<file path="config.mk">
export PLATFORM = sky130hd
export DESIGN_NAME = pdcp_resid
export DESIGN_NICKNAME = d
export VERILOG_FILES = /design/src/rtl/pdcp_pkg.sv /design/src/rtl/pdcp_resid.sv
export SDC_FILE = /design/constraint.sdc
export NUM_CORES = 1
export LEC_CHECK = 0
export ABC_AREA = 0
export BUFFER_PORTS_ARGS = -buffer_cell sky130_fd_sc_hd__buf_2
export CAP_MARGIN = 40
export CORE_MARGIN = 1.5
export CORE_UTILIZATION = 35
export DETAILED_ROUTE_END_ITERATION = 8
export HOLD_SLACK_MARGIN = 0.1
export PLACE_DENSITY = 0.61
export SYNTH_ARGS = -nofsm -noshare
export SYNTH_HDL_FRONTEND = slang
export SYNTH_SLANG_ARGS = --single-unit
</file>
<file path="constraint.sdc">
create_clock -name clk_i -period 8.6 [get_ports clk_i]
set_input_delay 1.29 -clock clk_i [delete_from_list [all_inputs] [get_ports clk_i]]
set_output_delay 1.29 -clock clk_i [all_outputs]
set_load 0.02 [all_outputs]
</file>
<file path="src/rtl/pdcp_pkg.sv">
// shared types and constants for the pixel delta color predictor
`default_nettype none
package pdcp_pkg;

  // configuration register indexes
  localparam logic REG_COLOR_MODE = 1'b0;
  localparam logic REG_LINE_WIDTH = 1'b1;

  localparam int unsigned CFG_DATA_W = 13;

  // color layout codes, code 3 behaves as four channels
  localparam logic [1:0] MODE_ONE   = 2'd0;
  localparam logic [1:0] MODE_THREE = 2'd1;
  localparam logic [1:0] MODE_FOUR  = 2'd2;

  localparam logic [12:0] LINE_WIDTH_RST = 13'd1024;

  // four channel bytes, channel 0 in the low byte
  typedef logic [3:0][7:0] pixel_t;

  // row position of a pixel at acceptance
  typedef struct packed {
    logic first_row;
    logic row_start;
    logic row_end;
  } scan_info_t;

endpackage
`default_nettype wire

</file>
<file path="src/rtl/pdcp_resid.sv">
// vertical and horizontal differencing with green decorrelation
`default_nettype none
module pdcp_resid (
  input  wire logic             clk_i,
  input  wire logic             rst_ni,
  input  wire logic             adv_i,
  input  wire pdcp_pkg::pixel_t raw_i,
  input  wire pdcp_pkg::pixel_t above_i,
  input  wire logic             first_row_i,
  input  wire logic             row_start_i,
  input  wire logic [1:0]       color_mode_i,
  output      pdcp_pkg::pixel_t resid_o
);

  pdcp_pkg::pixel_t prev_q;
  pdcp_pkg::pixel_t vd;
  pdcp_pkg::pixel_t val;

  always_comb begin
    for (int c = 0; c < 4; c++) begin
      vd[c]  = first_row_i ? raw_i[c] : raw_i[c] - above_i[c];
      val[c] = vd[c] - (row_start_i ? 8'd0 : prev_q[c]);
    end
    unique case (color_mode_i)
      pdcp_pkg::MODE_ONE: begin
        resid_o = {8'd0, 8'd0, 8'd0, val[0]};
      end
      pdcp_pkg::MODE_THREE: begin
        resid_o = {8'd0, val[2] - val[1], val[1], val[0] - val[1]};
      end
      default: begin
        resid_o = {val[3], val[2] - val[1], val[1], val[0] - val[1]};
      end
    endcase
  end

  always_ff @(posedge clk_i or negedge rst_ni) begin
    if (!rst_ni) begin
      prev_q <= '0;
    end else if (adv_i) begin
      prev_q <= vd;
    end
  end

endmodule
`default_nettype wire

</file>
==> reports/metrics.csv, run 1 <==
stage,metric,value,unit
synthesis,cell taking the most area after synthesis,dfrtp_1,
worst_hold_path,WHS Path Cells,1,
clock_tree,hold buffers post-CTS,0,
synthesis,Yosys reg bits,32,
synthesis,"EDFF count, synth",0,
sta,min Tclk post-route,7.41,ns
clock_tree,clk buf depth,2,
critical_path,Reg2Reg Depth,1,
grt,first-pass GRT wire length,20.6,mm
critical_path,Setup crit start kind,primary input,
sta,max_slew headroom,45.7,%
floorplan,Ports,103,
clock_tree,Worst-Skew Late Latency,0.28,ns
worst_hold_path,Min-Delay Endpoint,prev_q[22],
critical_path,Worst EP arrival,6.12,ns
synthesis,gate count of the mapped netlist,622,
critical_path,FF-to-FF End,prev_q[14],
floorplan,Die Area,15000,um^2
finish,Synth-to-Final Area Change,17.3,%
critical_path,worst r2r src,prev_q[14],
sta,Achievable Freq,135,MHz
grt,initial antenna violation count,2,
synthesis,Cell variety after synth,56,
synthesis,"Top FF cell, synth",dfrtp_1,
status,status,completed,
clock_tree,postcts setup bufs,0,
finish,Final nets,865,
grt,vias in the first global route,4453,
finish,"commonest non-fill, non-tap cell in the layout",buf_2,
clock_tree,TritonCTS clock tree,built,
synthesis,Mapped Avg Cell Area,8.01,um^2
sta,Worst Max-Slew Pin Slew,0.814,ns
synthesis,syn_nets,770,
finish,final core utilization,42.1,%
detailed_routing,Starting DRT DRC Count,197,
critical_path,crit path buf inv count,4,
finish,most flop-heavy register,prev_q,
synthesis,ranking of synthesized cells by area,"dfrtp_1, ha_1, inv_1",
detailed_routing,vias,4452,
placed_design,GPL Wtd Cong,0.857,
clock_tree,number of CTS-inserted buffers,5,
finish,most frequent cells in the layout,"buf_2, inv_1, ha_1",
synthesis,synthesized area,4980,um^2
worst_hold_path,Hold Path Class,flip-flop to flip-flop,
placed_design,IO buf count,102,
clock_tree,CTS H-tree lvls,2,
run,Max Cap Viol,0,
critical_path,"Top cell by count, worst path",ha_1,
synthesis,Synth async-reset ratio,100,%
critical_path,"critical path fanouts, max",5,
synthesis,yosys synthesis warning count,0,
sta,fin crit share,86.1,%
detailed_routing,Final ANT Viol Nets,0,
power_and_ir_drop,Pleak,2.91,nW
finish,layout cells sized above 1,20.9,%
floorplan,Row Count,43,
synthesis,sequential fraction of the synthesis area,16.1,%
sta,setup_tns,0,ns
power_and_ir_drop,Worst VDD drop,0.118,mV
detailed_routing,Avg WL per Cell,13.7,um
critical_path,endpoint type of the worst setup path,output port,
sta,unrepaired setup endpoints after global routing,false,
floorplan,die height,122,um
finish,max FFs per register,32,
grt,largest net degree at the start of global routing,33,
synthesis,Yosys top cell area share,16.1,%
critical_path,Top delay family on crit path,adder cells,
critical_path,WP depth,22,
critical_path,Worst Path Required,7.31,ns
detailed_routing,Post-Route WL,12.3,mm
floorplan,core footprint,13900,um^2
clock_tree,Worst-path clk slew,0.05,ns
detailed_routing,First-pass DRT Iterations,4,
finish,top flop regs,prev_q (32),
floorplan,Starting Density,35.9,%
critical_path,slowest cell on the critical path,mux2i_1,
sta,final setup vio count,0,
sta,final hold vios,0,
clock_tree,Sink Count,32,
critical_path,Reg2Reg Setup Slack,7.84,ns
detailed_routing,DRC viols,0,
sta,clk_skew,0,ns
worst_hold_path,hold_sp,prev_q[22],
floorplan,die width,122,um
critical_path,CP max stage delay,0.40,ns
placed_design,DPL Wire Length,10.2,mm
grt,gr ovfl total,0,
detailed_routing,detail-routed via count per cell,4.95,
clock_tree,post-cts sizing count,0,
power_and_ir_drop,Power per Cell Area,257,nW/um^2
grt,Tot GR Track Use,17.3,%
critical_path,critical-path cell list,buf_2 > inv_1 > ha_1 > inv_1 > fa_1 > a21oi_1 > mux2i_1 > nand2_1 > ha_1 > a21oi_1 > nand2b_1 > xnor2_1 > xor2_1 > ha_1 > ha_1 > nand3_1 > o2111ai_1 > a21oi_1 > xnor2_1 > xnor3_1 > mux2_4 > buf_2,
clock_tree,Root Driver,clkbuf_16,
critical_path,Crit Path Category,primary input to output port,
sta,count of final max-slew check failures,0,
-- power by group --
group | internal, mW | total (mW) | switching [mW]
clock network | 0.115 | 0.183 | 0.0681
logic | 0.471 | 1.13 | 0.659
registers | 0.175 | 0.186 | 0.0108
-- cell type report --
| cell class | count | area (um^2) |
|---|---|---|
| antenna | 1 | 2.50 |
| multi-input combinational | 489 | 3780 |
| sequential | 32 | 801 |
| fill | 1487 | 8040 |
| clock buffer | 7 | 143 |
| tap | 180 | 225 |
| inverter | 82 | 308 |
| clock inverter | 1 | 7.51 |
| timing repair buffer | 107 | 568 |
-- per-stage QoR --
step	instance area [um^2]	power, mW	worst slack [ns]	hold WS (ns)	std cells
floorplan	4980	1.03	1.58	0.473	622
global placement	5660	1.32	1.34	0.481	889
detailed placement	5690	1.32	1.17	0.489	890
CTS	5840	1.52	1.15	0.502	898
global route	5840	1.65	0.745	0.516	898
finish	5840	1.50	1.19	0.496	899
-- metal layers --
layer / vias to the layer above / global-route usage [%] / wire [um]
met5: - / 0 / 13
met4: 2 / 3.27 / 161
met3: 18 / 3.58 / 630
met2: 84 / 31.2 / 5840
met1: 2024 / 21.5 / 5630
li1: 2324 / - / -
-- logic make-up after synthesis --
logic type                 Yosys count  synth area share [%]
DFF                                 32                  16.1
buffers and inverters              101                  7.91
muxes                               38                  8.29
and+or+nand+nor                    200                  21.3
xor gates and xnor gates            44                  8.57
adders and majority gates           78                  21.5
AOI/OAI and AO/OA                  129                  16.4
-- synthesized netlist by cell type (13+ instances only) --
cell type,count
nor2_1,52
xor2_1,14
clkbuf_1,16
mux2_2,22
dfrtp_1,32
fa_1,13
xnor2_1,27
mux2i_1,15
ha_1,64
inv_1,82
nand2_1,34
nor2b_1,21
o21ai_0,33
nand2b_1,32
a21oi_1,44
-- worst max-delay path by stage --
| stage | start | endpoint | slack (ns) |
|---|---|---|---|
| final | raw_i[8] | resid_o[23] | 1.19 |
| after global routing | raw_i[8] | resid_o[23] | 0.74 |
| after CTS | raw_i[8] | resid_o[23] | 1.15 |
| after detailed placement | raw_i[8] | resid_o[23] | 1.17 |
| after global placement | raw_i[8] | resid_o[23] | 1.34 |
| after floorplan | first_row_i | resid_o[23] | 1.58 |
Note: power is estimated with default switching activity, not from simulation.
==> run 2: changes to the inputs <==
- BUFFER_PORTS_ARGS: -buffer_cell sky130_fd_sc_hd__buf_2 -> default
- DONT_BUFFER_PORTS: default -> 1
- GPL_TIMING_DRIVEN: default -> 0
- PLACE_DENSITY: 0.61 -> 0.55
==> run 2 against run 1 <==
Net effect:
- utilization down 3.6 points
- wire length up 11%
- first-iteration DRC count up 7.6%
- count of clock-buffer cells in the layout down 1
- highest routed layer is now met4
==> reports/metrics.csv, run 2 (same netlist as run 1, synthesis figures left out) <==
stage,metric,value,unit,change
status,status,completed,,
detailed_routing,DRC viols,0,,unchanged
floorplan,core footprint,13900,um^2,unchanged
floorplan,Ports,103,,unchanged
critical_path,FF-to-FF End,prev_q[3],,
critical_path,Worst Path Required,7.31,ns,about the same
critical_path,Setup crit start kind,primary input,,
critical_path,"critical path fanouts, max",10,,+5
sta,setup_tns,0,ns,unchanged
worst_hold_path,hold_sp,prev_q[21],,
floorplan,die height,122,um,unchanged
finish,Final nets,777,,-10%
sta,min Tclk post-route,8.04,ns,+0.631 ns
sta,final hold vios,0,,unchanged
detailed_routing,vias,4266,,-4.2%
critical_path,Worst EP arrival,6.75,ns,+0.63 ns
finish,layout cells sized above 1,7.00,%,-14 points
clock_tree,CTS H-tree lvls,2,,unchanged
critical_path,CP max stage delay,0.62,ns,+0.22 ns
detailed_routing,detail-routed via count per cell,5.27,,+6.5%
power_and_ir_drop,Power per Cell Area,257,nW/um^2,+0.23%
worst_hold_path,WHS Path Cells,1,,unchanged
clock_tree,clk buf depth,2,,unchanged
critical_path,Crit Path Category,primary input to output port,,
detailed_routing,Avg WL per Cell,16.8,um,+23%
sta,fin crit share,93.5,%,+7.3 points
floorplan,Starting Density,35.9,%,unchanged
floorplan,Die Area,15000,um^2,unchanged
grt,Tot GR Track Use,18.9,%,+1.5 points
sta,count of final max-slew check failures,0,,unchanged
floorplan,Row Count,43,,unchanged
power_and_ir_drop,Final Power,1.37,mW,-8.4%
finish,final core utilization,38.5,%,-3.6 points
detailed_routing,Starting DRT DRC Count,212,,+7.6%
grt,largest net degree at the start of global routing,33,,unchanged
finish,"commonest non-fill, non-tap cell in the layout",inv_1,,
floorplan,die width,122,um,unchanged
clock_tree,Worst-path clk slew,0.05,ns,about the same
power_and_ir_drop,Pleak,2.49,nW,-14%
clock_tree,number of CTS-inserted buffers,5,,unchanged
grt,vias in the first global route,4406,,-1.1%
finish,storage element area,801,um^2,unchanged
worst_hold_path,Hold Path Class,flip-flop to flip-flop,,
finish,Synth-to-Final Area Change,7.21,%,
clock_tree,post-cts sizing count,0,,unchanged
placed_design,GPL Wtd Cong,0.854,,-0.42%
finish,most frequent cells in the layout,"inv_1, ha_1, nor2_1",,
worst_hold_path,Min-Delay Endpoint,prev_q[21],,
detailed_routing,First-pass DRT Iterations,5,,+1
critical_path,Worst Setup SP,first_row_i,,
sta,clk_skew,0,ns,unchanged
finish,area occupied by multi-input gates,3780,um^2,unchanged
power_and_ir_drop,Worst VDD drop,0.0918,mV,-22%
critical_path,Reg2Reg Depth,1,,unchanged
sta,final setup vio count,0,,unchanged
critical_path,"Top cell by count, worst path",ha_1,,
placed_design,DPL Wire Length,11.2,mm,+9.2%
finish,Filler cells,1454,,-2.2%
finish,top flop regs,prev_q (32),,
sta,unrepaired setup endpoints after global routing,false,,
sta,Achievable Freq,124,MHz,-7.8%
clock_tree,Worst-Skew Late Latency,0.27,ns,about the same
critical_path,critical-path cell list,buf_6 > buf_6 > clkbuf_1 > buf_1 > mux2i_1 > inv_1 > ha_1 > a21o_1 > a21oi_1 > a221oi_4 > nand2b_1 > xnor2_1 > xor2_1 > ha_1 > ha_1 > nand3_1 > o2111ai_1 > a21oi_1 > xnor2_1 > xnor3_1 > mux2_4,,
sta,Worst Max-Slew Pin Slew,0.768,ns,-0.0461 ns
clock_tree,hold buffers post-CTS,0,,unchanged
sta,max_slew headroom,48.8,%,+3.1 points
critical_path,worst r2r src,prev_q[3],,
critical_path,slowest cell on the critical path,buf_1,,
clock_tree,Root Driver,clkbuf_16,,
clock_tree,TritonCTS clock tree,built,,
clock_tree,postcts setup bufs,0,,unchanged
critical_path,endpoint type of the worst setup path,output port,,
detailed_routing,Post-Route WL,13.6,mm,+11%
finish,max FFs per register,32,,unchanged
clock_tree,Sink Count,32,,unchanged
placed_design,IO buf count,0,,-100%
grt,gr ovfl total,0,,unchanged
finish,most flop-heavy register,prev_q,,
critical_path,Reg2Reg Setup Slack,7.84,ns,about the same
run,Max Cap Viol,0,,unchanged
finish,Antenna Cells,0,,-1
detailed_routing,Final ANT Viol Nets,0,,unchanged
grt,initial antenna violation count,0,,-2
grt,first-pass GRT wire length,21.8,mm,+5.8%
==> run 2: changes by cell type in the layout (fill, tap and decap cells not counted), moves of 2 or more <==
cell	previous run	this run
clkbuf_1	1	17
buf_4	4	0
buf_2	102	0
buf_6	0	2
==> run 2: metrics by stage <==
step / cells / instance area (um^2) / setup WS, ns / hold slack, ns
finish: 809 / 5340 / 0.563 / 0.502
global route: 809 / 5340 / 0.121 / 0.518
CTS: 809 / 5340 / 0.488 / 0.503
detailed placement: 802 / 5200 / 0.529 / 0.491
global placement: 802 / 5200 / 0.497 / 0.484
floorplan: 622 / 4980 / 1.58 / 0.473
==> run 2: critical path: cells and delay by family <==
family	cells	cell delay, ns
AO/OA/AOI/OAI	5	0.95
XOR/XNOR	4	1.07
adder cells (fa/ha/maj)	3	0.90
buffers and inverters	5	1.42
multiplexers	2	0.81
AND/OR/NAND/NOR	2	0.29
==> run 2: where the power goes <==
group,internal [mW],leakage (nW),switching (mW)
sequential,0.175,0.373,0.0116
combinational,0.385,2.05,0.633
clock,0.105,0.0667,0.0643
total,0.665,2.49,0.708
==> run 2: cell type report <==
type,instances,share of cell area [%]
buffer,19,1.62
multi-input combinational,489,70.9
clock buffer,6,2.41
tap,180,4.22
clock inverter,1,0.0937
sequential,32,15.0
inverter,82,5.77
==> run 2: how the worst max path moves through the flow <==
stage	endpoint	cells after the start
after global routing	resid_o[23]	21
final	resid_o[23]	21
after global placement	resid_o[23]	21
after detailed placement	resid_o[23]	21
after floorplan	resid_o[23]	21
after CTS	resid_o[23]	21
==> run 2: metal layers <==
layer / global-route usage [%] / part of all wire (%) / up-vias
li1: - / - / 2136
met1: 23.1 / 43 / 2019
met2: 32.9 / 49 / 95
met3: 4.65 / 6.6 / 16
met4: 5.16 / 1.8 / 0
met5: 0 / 0 / -
