--- src/rtl/pdcp_pkg.sv ---
// shared types and constants for the pixel delta color predictor
`default_nettype none
package pdcp_pkg;

  // configuration register indexes
  localparam logic REG_COLOR_MODE = 1'b0;
  localparam logic REG_LINE_WIDTH = 1'b1;

  localparam int unsigned CFG_DATA_W = 13;

  // color layout codes, code 3 behaves as four channels
  localparam logic [1:0] MODE_ONE   = 2'd0;
  localparam logic [1:0] MODE_THREE = 2'd1;
  localparam logic [1:0] MODE_FOUR  = 2'd2;

  localparam logic [12:0] LINE_WIDTH_RST = 13'd1024;

  // four channel bytes, channel 0 in the low byte
  typedef logic [3:0][7:0] pixel_t;

  // row position of a pixel at acceptance
  typedef struct packed {
    logic first_row;
    logic row_start;
    logic row_end;
  } scan_info_t;

endpackage
`default_nettype wire

--- src/rtl/pdcp_scan_ctrl.sv ---
// column counter and first-row tracking for the raster scan
`default_nettype none
module pdcp_scan_ctrl #(
  parameter int unsigned MAX_WIDTH = 4096,
  parameter int unsigned AW        = 12
) (
  input  wire logic                  clk_i,
  input  wire logic                  rst_ni,
  input  wire logic                  fire_i,
  input  wire logic                  image_start_i,
  input  wire logic [12:0]           line_width_i,
  output      logic [AW-1:0]         col_o,
  output      pdcp_pkg::scan_info_t  info_o
);

  localparam int unsigned CMPW = (AW + 1 > 13) ? AW + 1 : 13;

  logic [AW-1:0]   col_q, col_d;
  logic            first_q, first_d;
  logic [AW-1:0]   col_eff;
  logic            first_eff;
  logic [AW:0]     col_nxt;
  logic [CMPW-1:0] lw_ext;
  logic [CMPW-1:0] width_eff;
  logic            row_end;

  always_comb begin
    col_eff   = image_start_i ? '0 : col_q;
    first_eff = image_start_i | first_q;
    col_nxt   = {1'b0, col_eff} + {{AW{1'b0}}, 1'b1};
    lw_ext    = CMPW'(line_width_i);
    // zero behaves as one, anything above the store depth as the depth
    priority if (lw_ext == '0) begin
      width_eff = CMPW'(1);
    end else if (lw_ext > CMPW'(MAX_WIDTH)) begin
      width_eff = CMPW'(MAX_WIDTH);
    end else begin
      width_eff = lw_ext;
    end
    row_end = CMPW'(col_nxt) >= width_eff;
    col_d   = row_end ? '0 : col_nxt[AW-1:0];
    first_d = row_end ? 1'b0 : first_eff;
  end

  always_ff @(posedge clk_i or negedge rst_ni) begin
    if (!rst_ni) begin
      col_q   <= '0;
      first_q <= 1'b1;
    end else if (fire_i) begin
      col_q   <= col_d;
      first_q <= first_d;
    end
  end

  assign col_o            = col_eff;
  assign info_o.first_row = first_eff;
  assign info_o.row_start = (col_eff == '0);
  assign info_o.row_end   = row_end;

endmodule
`default_nettype wire

--- config.mk ---
export PLATFORM = sky130hd
export DESIGN_NAME = pdcp_scan_ctrl
export DESIGN_NICKNAME = d
export VERILOG_FILES = /design/src/rtl/pdcp_pkg.sv /design/src/rtl/pdcp_scan_ctrl.sv
export SDC_FILE = /design/constraint.sdc
export NUM_CORES = 1
export LEC_CHECK = 0
export BUFFER_PORTS_ARGS = -buffer_cell sky130_fd_sc_hd__buf_2
export CORE_MARGIN = 1
export CORE_UTILIZATION = 55
export DETAILED_ROUTE_END_ITERATION = 10
export HOLD_SLACK_MARGIN = 0.1
export PLACE_DENSITY = 0.79
export SYNTH_ARGS = -nofsm -noshare
export SYNTH_HDL_FRONTEND = slang
export SYNTH_SLANG_ARGS = --single-unit
export TNS_END_PERCENT = 100
--- constraint.sdc ---
create_clock -name clk_i -period 7.8 [get_ports clk_i]
set_input_delay 1.56 -clock clk_i [delete_from_list [all_inputs] [get_ports clk_i]]
set_output_delay 1.56 -clock clk_i [all_outputs]
set_load 0.005 [all_outputs]
==> qor.txt, run 1 <==
Slew headroom -> 71.2%
Synth Register Bits -> 13
initial antenna violation count -> 0
min Tclk post-route -> 6.05 ns
routed vias -> 1191
row count -> 17
FF+latch area -> 327 um2
number of CTS-inserted buffers -> 3
met1 GRT Util -> 34.4%
CP startpoint kind -> input port
area of the multi-input gates -> 851 um2
Starting Density -> 58.7%
Ant. Diodes -> 0
WP data arrival -> 4.49 ns
Post-synth EDFFs -> 0
full die area -> 0.00256 mm2
clock skew -> 0.00363 ns
hold crit path type -> flip-flop to flip-flop
largest net degree at the start of global routing -> 27
leakage -> 0.000808 uW
type of the worst setup path -> input port to output pin
Sink Count -> 13
Critical Path Fanout Max -> 21
Setup crit start -> image_start_i
First-pass DRT Iterations -> 4
Congestion Overflow GR -> 0
Final Instance Count excl. Fillers -> 216
drt drc -> 0
vias in the first global route -> 1151
Die X -> 50.6 um
CTS H-tree lvls -> 1
Synth area leader -> dfrtp_1
Worst IR Drop VDD -> 0.0000943 V
post-cts resize count -> 0
hold wc startpoint -> first_q
Antenna Violating Nets Remaining -> 0
cell area after synthesis -> 0.00130 mm2
worst slew pin tran -> 0.432 ns
RSZ-0062 raised after global routing -> false
clock-pin slew on the worst setup and hold paths -> 0.09 ns
drt total wl -> 3060 um
layout net count -> 221
sequential share of the synthesized area -> 25.2%
Peak Freq -> 165 MHz
busiest grt layer -> met2
GRT Total Usage -> 26.9%
CP endpoint kind -> output pin
gpl congestion -> 0.896
first-pass GRT wire length -> 5180 um
share of layout cells above drive strength 1 -> 25.0%
Synth async-reset ratio -> 100%
post-CTS setup buffer count -> 0
detailed placement HPWL -> 2450 um
met3 Use GR -> 3.33%
Final Hold Vio Count -> 0
Setup TNS Final -> 0 ns
Finish-stage setup viols -> 0
Area growth, synth to finish -> 12.7%
1st-iter DRT viols -> 20
Die Y -> 50.6 um
I/O pin total -> 32
P per Cell Area -> 110 mW/mm2
cts hold-fix bufs -> 0
status -> finished clean
Clk Latency, worst-skew pair -> 0.29 ns
core area -> 0.00221 mm2
synth warn -> 0
prevailing post-synth register cell -> dfrtp_1
CTS root buf -> clkbuf_4
Finished Cell Area -> 0.00146 mm2
pins over their slew limit -> 0
placed cell area -> 0.00144 mm2
Reg-to-Reg Start -> col_q[0]
CTS tree -> done
worst setup margin -> 1.75 ns
cells taking the most area after synthesis -> dfrtp_1, ha_1, nand2_1
vias per cell -> 5.51
Critical Path RT -> 6.24 ns
Cell variety after synth -> 41
Cells after Synth -> 162
Synth Net Count -> 194
placed insts -> 212
MaxCap Viol Count -> 0
post-place setup slack -> 1.77 ns
GR Layer Usage met2 -> 46.9%
post-synth top area share -> 23.1%
CTS Buffer Depth -> 2
fillers -> 214
final worst path period share -> 77.6%
Avg WL per Cell -> 14.2 um
Mean Syn Cell Area -> 8.01 um2
number of port buffers -> 31
metrics by stage:
| stage | utilization [%] | power (uW) | hold WS [ns] |
|---|---|---|---|
| final | 66.1 | 160 | 0.529 |
| after global routing | 66.1 | 170 | 0.564 |
| after CTS | 66.1 | 162 | 0.528 |
| after detailed placement | 64.9 | 116 | 0.512 |
| after global placement | 64.9 | 115 | 0.512 |
| after floorplan | - | 102 | 0.494 |
path summary, 6_finish.rpt:
| check | depth (start not counted) | endpoint | slack [ns] |
|---|---|---|---|
| max | 14 | info_o[0] | 1.75 |
| min | 2 | first_q | 0.53 |
| max reg2reg | 13 | col_q[5] | 4.67 |
| min reg2reg | 2 | first_q | 0.53 |
| max in group asynchronous | 1 | first_q | 6.38 |
| min in group asynchronous | 1 | col_q[9] | 1.14 |
critical path, cell delays in order:
cell	delay (ns)
buf_2	0.21
nand2b_1	0.23
inv_1	0.12
ha_1	0.21
nand3_1	0.09
or4_4	0.56
nor4_1	0.21
ha_1	0.31
a21oi_1	0.16
o21ai_0	0.11
a21oi_1	0.13
o31a_1	0.19
inv_1	0.20
buf_2	0.20
power by group:
group	switching, uW	leakage [uW]	internal, uW
clock	26.2	0.0000177	19.1
combinational	23.2	0.000616	17.2
sequential	3.89	0.000174	70.7
total	53.3	0.000808	107
state kept, by name, indices dropped and copies added (netlist names):
name / cells
first_q: 1
col_q: 12
layer usage:
layer | vias to the layer above | share of wire [%] | routed length (um)
li1 | 608 | - | -
met1 | 554 | 45 | 1380
met2 | 23 | 50 | 1530
met3 | 6 | 3.3 | 101
met4 | 0 | 1.4 | 44
met5 | - | 0 | 0
layout make-up:
type | count | area share [%]
Timing Repair Buffer | 31 | 10.6
Inverter | 18 | 4.62
Tap cell | 28 | 2.40
Sequential cell | 13 | 22.3
Clock buffer | 3 | 1.54
Clock inverter | 1 | 0.342
Multi-Input combinational cell | 122 | 58.2
cell families (layout without fill, tap and decap cells):
| family | after synthesis | in the layout | share of synthesized area [%] |
|---|---|---|---|
| and+or+nand+nor | 70 | 70 | 30.7 |
| AOI/OAI and AO/OA | 27 | 27 | 13.1 |
| buffers and inverters | 27 | 53 | 9.26 |
| adders and majority gates | 15 | 15 | 14.5 |
| DFF | 13 | 13 | 25.2 |
| xor gates and xnor gates | 10 | 10 | 7.33 |
synth_stat cells (all sizes together) (2+ instances only):
cell type  instances
nor4               6
nand4              2
xor2               3
a31o               2
clkbuf             3
xnor2              7
nor2              10
nand2             26
and2b              2
ha                15
inv               18
nand3              6
nand2b             4
o21ai              3
nand3b             4
a21oi              8
o22ai             10
nor3               2
dfrtp             12
a31oi              2
buf                6
nor2b              3
placed cells by master, fill, tap and decap left out, types with 2 or more instances in the layout:
master	n
buf_2	31
nand2_1	26
inv_1	18
ha_1	15
dfrtp_1	12
nor2_1	9
o22ai_1	9
a21oi_1	8
xnor2_1	6
nand3_1	6
nor4_1	4
nand2b_1	3
nor2b_1	3
nand3b_1	3
xor2_1	3
o21ai_0	3
clkbuf_4	3
nor3_1	2
a31oi_1	2
nand4_1	2
Note: power is estimated with default switching activity, not from simulation.
==> inputs of run 2 (changes only) <==
--- a/config.mk
+++ b/config.mk
@@ -7,10 +7,10 @@
 export LEC_CHECK = 0
 export BUFFER_PORTS_ARGS = -buffer_cell sky130_fd_sc_hd__buf_2
 export CORE_MARGIN = 1
-export CORE_UTILIZATION = 55
+export CORE_UTILIZATION = 53
 export DETAILED_ROUTE_END_ITERATION = 10
 export HOLD_SLACK_MARGIN = 0.1
-export PLACE_DENSITY = 0.79
+export PLACE_DENSITY = 0.76
 export SYNTH_ARGS = -nofsm -noshare
 export SYNTH_HDL_FRONTEND = slang
 export SYNTH_SLANG_ARGS = --single-unit
==> constraint.sdc (replaced) <==
create_clock -name clk_i -period 6.25 [get_ports clk_i]
set_input_delay 1.25 -clock clk_i [delete_from_list [all_inputs] [get_ports clk_i]]
set_output_delay 1.25 -clock clk_i [all_outputs]
set_load 0.005 [all_outputs]
==> run 2 against run 1 <==
Compared with the run above:
- non-clock buffer count unchanged
- utilization decreased by 1.2 points
- die area increased by 3.6%
- sequential cell count unchanged
- clock power increased by 24%
- routed wire length increased by 0.36%
- critical path depth unchanged
- global-route usage decreased by 1.3 points
==> qor.txt, run 2 (synthesis gave the netlist of run 1 again) <==
worst setup margin -> 0.782 ns (-0.967 ns)
Worst IR Drop VDD -> 0.000133 V (+41%)
core area -> 0.00225 mm2 (+1.9%)
Worst Hold Slack -> 0.539 ns (+0.0103 ns)
number of port buffers -> 31 (unchanged)
Final Instance Count excl. Fillers -> 216 (unchanged)
Ant. Diodes -> 0 (unchanged)
Antenna Violating Nets Remaining -> 0 (unchanged)
post-place setup slack -> 0.797 ns (-0.969 ns)
I/O pin total -> 32 (unchanged)
min Tclk post-route -> 5.47 ns
CTS Buffer Depth -> 2 (unchanged)
CP startpoint kind -> input port
largest net degree at the start of global routing -> 27 (unchanged)
final worst path period share -> 87.5%
leakage -> 0.000808 uW (unchanged)
Clk Latency, worst-skew pair -> 0.28 ns (about the same)
CTS tree -> done
GRT Total Usage -> 25.7% (-1.3 points)
clock skew -> 0.00359 ns (-0.0000457 ns)
Critical Path Fanout Max -> 21 (unchanged)
Area growth, synth to finish -> 12.7% (unchanged)
post-cts resize count -> 0 (unchanged)
CTS root buf -> clkbuf_4
drt total wl -> 3070 um (+0.36%)
most frequent cells in the layout -> buf_2, nand2_1, inv_1, ha_1, dfrtp_1
RSZ-0062 raised after global routing -> false
Die X -> 51.5 um (+1.8%)
1st-iter DRT viols -> 13 (-35%)
Final Hold Vio Count -> 0 (unchanged)
gpl congestion -> 0.892 (-0.51%)
fillers -> 210 (-1.9%)
First-pass DRT Iterations -> 5 (+1)
hold crit path type -> flip-flop to flip-flop
status -> finished clean
most common cell after layout, fill and taps aside -> buf_2
CTS H-tree lvls -> 1 (unchanged)
pins over their slew limit -> 0 (unchanged)
type of the worst setup path -> input port to output pin
FF+latch area -> 327 um2 (unchanged)
area of the multi-input gates -> 851 um2 (unchanged)
Die Y -> 51.5 um (+1.8%)
Peak Freq -> 183 MHz
layout net count -> 221 (unchanged)
Reg with most FFs -> col_q
first-pass GRT wire length -> 5050 um (-2.4%)
drt drc -> 0 (unchanged)
WHS Path Cells -> 2 (unchanged)
vias in the first global route -> 1084 (-5.8%)
Finish-stage setup viols -> 0 (unchanged)
Slew headroom -> 71.5% (+0.25 points)
CP endpoint kind -> output pin
detailed placement HPWL -> 2470 um (+0.70%)
worst slew pin tran -> 0.428 ns (-0.00373 ns)
Tot Pwr -> 201 uW (+25%)
row count -> 17 (unchanged)
full die area -> 0.00265 mm2 (+3.6%)
clock-pin slew on the worst setup and hold paths -> 0.09 ns (about the same)
MaxCap Viol Count -> 0 (unchanged)
placed insts -> 212 (unchanged)
P per Cell Area -> 137 mW/mm2 (+25%)
max reg flops -> 12 (unchanged)
routed vias -> 1195 (+0.34%)
cts hold-fix bufs -> 0 (unchanged)
Setup TNS Final -> 0 ns (unchanged)
Starting Density -> 57.5% (-1.1 points)
Sink Count -> 13 (unchanged)
number of CTS-inserted buffers -> 3 (unchanged)
Largest regs -> col_q (12), first_q (1)
Critical Path RT -> 5.00 ns (-1.24 ns)
Avg WL per Cell -> 14.2 um (+0.36%)
worst reg2reg path depth -> 13 (unchanged)
initial antenna violation count -> 0 (unchanged)
share of layout cells above drive strength 1 -> 25.0% (unchanged)
WP data arrival -> 4.22 ns (-0.27 ns)
post-CTS setup buffer count -> 0 (unchanged)
Congestion Overflow GR -> 0 (unchanged)
vias per cell -> 5.53 (+0.34%)
-- run 2: cell counts in the layout (fill, tap and decap cells not counted) --
No cell type changed its count.
-- run 2: cell type report --
| cell class | instances | share of cell area (%) |
|---|---|---|
| inverter | 18 | 4.62 |
| clock buffer | 3 | 1.54 |
| sequential | 13 | 22.3 |
| multi-input combinational | 122 | 58.2 |
| tap | 28 | 2.40 |
| timing repair buffer | 31 | 10.6 |
| clock inverter | 1 | 0.342 |
-- run 2: where the power goes --
group	leakage, uW	switching [uW]	internal [uW]
Combinational	0.000616	29.6	21.5
Clock	0.0000177	32.2	23.8
Sequential	0.000174	5.18	88.2
Total	0.000808	67.1	134
-- run 2: path summary, 6_finish.rpt --
path / startpoint / to / slack [ns]
worst max-delay path: image_start_i / info_o[0] / 0.78
worst min-delay path: first_q / first_q / 0.54
worst max register to register: col_q[0] / first_q / 3.09
worst min register to register: first_q / first_q / 0.54
max in group asynchronous: rst_ni / first_q / 5.14
min in group asynchronous: rst_ni / col_q[7] / 0.83
-- run 2: worst max-delay path: stages --
cell	delay, ns
buf_2	0.21
nand2b_1	0.23
inv_1	0.12
ha_1	0.21
nand3_1	0.09
or4_4	0.56
nor4_1	0.26
ha_1	0.32
a21oi_1	0.14
o21ai_0	0.09
a21oi_1	0.13
o31a_1	0.20
inv_1	0.20
buf_2	0.19
-- run 2: metal layers --
| layer | track usage, % | vias to the layer above | part of all wire, % |
|---|---|---|---|
| li1 | - | 609 | - |
| met3 | 4.17 | 3 | 3.5 |
| met4 | 4.05 | 0 | 0.33 |
| met5 | 0 | - | 0 |
| met1 | 34.4 | 562 | 46 |
| met2 | 43.5 | 21 | 50 |
-- run 2: through the flow --
stage | utilization [%] | area (um2)
3_3_place_gp | 63.7 | 1440
3_5_place_dp | 63.7 | 1440
4_1_cts | 64.9 | 1460
2_1_floorplan | - | 1300
5_1_grt | 64.9 | 1460
6_report | 64.9 | 1460
==> inputs of run 3 (changes only) <==
--- a/config.mk
+++ b/config.mk
@@ -6,6 +6,7 @@
 export NUM_CORES = 1
 export LEC_CHECK = 0
 export BUFFER_PORTS_ARGS = -buffer_cell sky130_fd_sc_hd__buf_2
+export CORE_ASPECT_RATIO = 1.5
 export CORE_MARGIN = 1
 export CORE_UTILIZATION = 53
 export DETAILED_ROUTE_END_ITERATION = 10
==> constraint.sdc (replaced) <==
create_clock -name clk_i -period 5.3 [get_ports clk_i]
set_input_delay 1.06 -clock clk_i [delete_from_list [all_inputs] [get_ports clk_i]]
set_output_delay 1.06 -clock clk_i [all_outputs]
set_load 0.005 [all_outputs]
==> run 3 against run 2 <==
Compared with the run above:
- first-iteration DRC count is the same
- register-to-register slack lost 1.0 ns
- clock power up 8.6%
- combinational power grew 15%
- critical endpoint unchanged
- worst hold slack lost 0.0056 ns
- design area did not move
- highest routed layer unchanged
- utilization down 0.89 points
- final cell count decreased by 1.9%
- die area is 0.14% higher
==> qor.txt, run 3 (synthesis gave the netlist of run 1 again) <==
CP startpoint kind -> input port
min Tclk post-route -> 4.91 ns
CTS H-tree lvls -> 1 (unchanged)
core area -> 0.00229 mm2 (+1.4%)
Reg with most FFs -> col_q
post-CTS setup buffer count -> 0 (unchanged)
area of the multi-input gates -> 851 um2 (unchanged)
internal power -> 158 uW (+19%)
worst slew pin tran -> 0.435 ns (+0.00733 ns)
Worst IR Drop VDD -> 0.0000943 V (-29%)
placed cell area -> 0.00144 mm2 (about the same)
type of the worst setup path -> input port to output pin
Seq pwr share -> 47.9% (+1.3 points)
clock skew -> 0.00685 ns (+0.00327 ns)
WP data arrival -> 3.85 ns (-0.37 ns)
number of port buffers -> 31 (unchanged)
number of CTS-inserted buffers -> 3 (unchanged)
Largest regs -> col_q (12), first_q (1)
Slew headroom -> 71.0% (-0.49 points)
Comb power frac -> 25.6% (about the same)
vias per cell -> 5.81 (+5.0%)
P_sw -> 71.0 uW (+5.9%)
Clk Latency, worst-skew pair -> 0.27 ns (about the same)
RSZ-0062 raised after global routing -> false
Worst Hold Slack -> 0.534 ns (-0.00562 ns)
Die X -> 42.4 um (-18%)
drt total wl -> 2970 um (-3.3%)
CP endpoint kind -> output pin
FF+latch area -> 327 um2 (unchanged)
post-cts resize count -> 0 (unchanged)
most frequent cells in the layout -> buf_2, nand2_1, inv_1, ha_1, dfrtp_1
detailed placement HPWL -> 2480 um (+0.40%)
gpl congestion -> 0.915 (+2.7%)
fillers -> 199 (-5.2%)
Congestion Overflow GR -> 0 (unchanged)
drt drc -> 0 (unchanged)
MaxCap Viol Count -> 0 (unchanged)
power share of the clock group -> 26.5% (-1.4 points)
cts hold-fix bufs -> 0 (unchanged)
Starting Density -> 56.8% (-0.79 points)
GRT Total Usage -> 24.7% (-0.91 points)
clock-pin slew on the worst setup and hold paths -> 0.08 ns (about the same)
CTS tree -> done
pins over their slew limit -> 0 (unchanged)
initial antenna violation count -> 0 (unchanged)
Ant. Diodes -> 0 (unchanged)
Setup TNS Final -> 0 ns (unchanged)
row count -> 21 (+4)
I/O pin total -> 32 (unchanged)
Sink Count -> 13 (unchanged)
hold crit path type -> flip-flop to flip-flop
CTS root buf -> clkbuf_4
share of layout cells above drive strength 1 -> 24.9% (-0.13 points)
full die area -> 0.00265 mm2 (+0.14%)
Antenna Violating Nets Remaining -> 0 (unchanged)
Die Y -> 62.6 um (+22%)
Finish-stage setup viols -> 0 (unchanged)
vias in the first global route -> 1181 (+8.9%)
final worst path period share -> 92.7%
Critical Path Fanout Max -> 21 (unchanged)
layout net count -> 222 (+0.45%)
Area growth, synth to finish -> 12.7% (unchanged)
status -> finished clean
routed vias -> 1232 (+3.1%)
Sw Share -> 30.9% (-2.5 points)
worst reg2reg path depth -> 14 (+1)
Avg WL per Cell -> 14.0 um (-1.5%)
First-pass DRT Iterations -> 4 (-1)
CTS Buffer Depth -> 2 (unchanged)
P per Cell Area -> 157 mW/mm2 (+14%)
first-pass GRT wire length -> 5140 um (+1.8%)
Final Hold Vio Count -> 0 (unchanged)
most common cell after layout, fill and taps aside -> buf_2
leakage -> 0.000811 uW (+0.33%)
Peak Freq -> 204 MHz
1st-iter DRT viols -> 13 (unchanged)
max reg flops -> 12 (unchanged)
largest net degree at the start of global routing -> 27 (unchanged)
Critical Path RT -> 4.24 ns (-0.76 ns)
Finished Cell Area -> 0.00146 mm2 (unchanged)
WHS Path Cells -> 2 (unchanged)
## run 3: changes by cell type in the layout (fill, tap and decap cells not counted), sizes merged
cell	delta
buf	+1
clkbuf	+1
clkinv	-1
## run 3: worst max-delay path, stage by stage
cell,delay (ns)
buf_2,0.20
nand2b_1,0.23
inv_1,0.12
ha_1,0.20
nand3_1,0.10
or4_4,0.57
nor4_1,0.29
ha_1,0.33
a21oi_1,0.14
o21ai_0,0.09
a21oi_1,0.12
o31a_1,0.19
inv_1,0.09
buf_2,0.13
## run 3: per-stage QoR
stage | cells | util (%) | power (uW) | worst slack [ns]
global route | 212 | 64.0 | 246 | 0.168
floorplan | 162 | - | 150 | 0.493
global placement | 208 | 62.8 | 169 | 0.606
finish | 212 | 64.0 | 229 | 0.387
detailed placement | 208 | 62.8 | 171 | 0.418
CTS | 212 | 64.0 | 232 | 0.405
## run 3: final timing paths
path	from	endpoint	slack, ns
max in group asynchronous	rst_ni	first_q	4.34
min in group asynchronous	rst_ni	col_q[5]	0.66
max reg2reg	col_q[0]	first_q	2.09
max	image_start_i	info_o[0]	0.39
min	first_q	first_q	0.53
min reg2reg	first_q	first_q	0.53
## run 3: power by group through the flow
stage          registers (uW)  clock network, uW  logic [uW]
3_3_place_gp              112                  0        57.2
2_1_floorplan             110                  0        39.8
3_5_place_dp              112                  0        59.5
6_report                  110               60.8        58.8
4_1_cts                   110               62.9        59.8
5_1_grt                   111               68.2        66.9
## run 3: layout make-up
| type | count | area share (%) |
|---|---|---|
| clock buffer | 4 | 1.80 |
| inverter | 18 | 4.62 |
| timing repair buffer | 32 | 11.1 |
| multi-input combinational | 122 | 58.2 |
| tap | 23 | 1.97 |
| sequential | 13 | 22.3 |
## run 3: layer usage
layer	part of all wire (%)	track usage (%)
met4	3.2	11.3
met1	43	30.5
met2	51	41.7
met3	3.4	3.18
met5	0	0
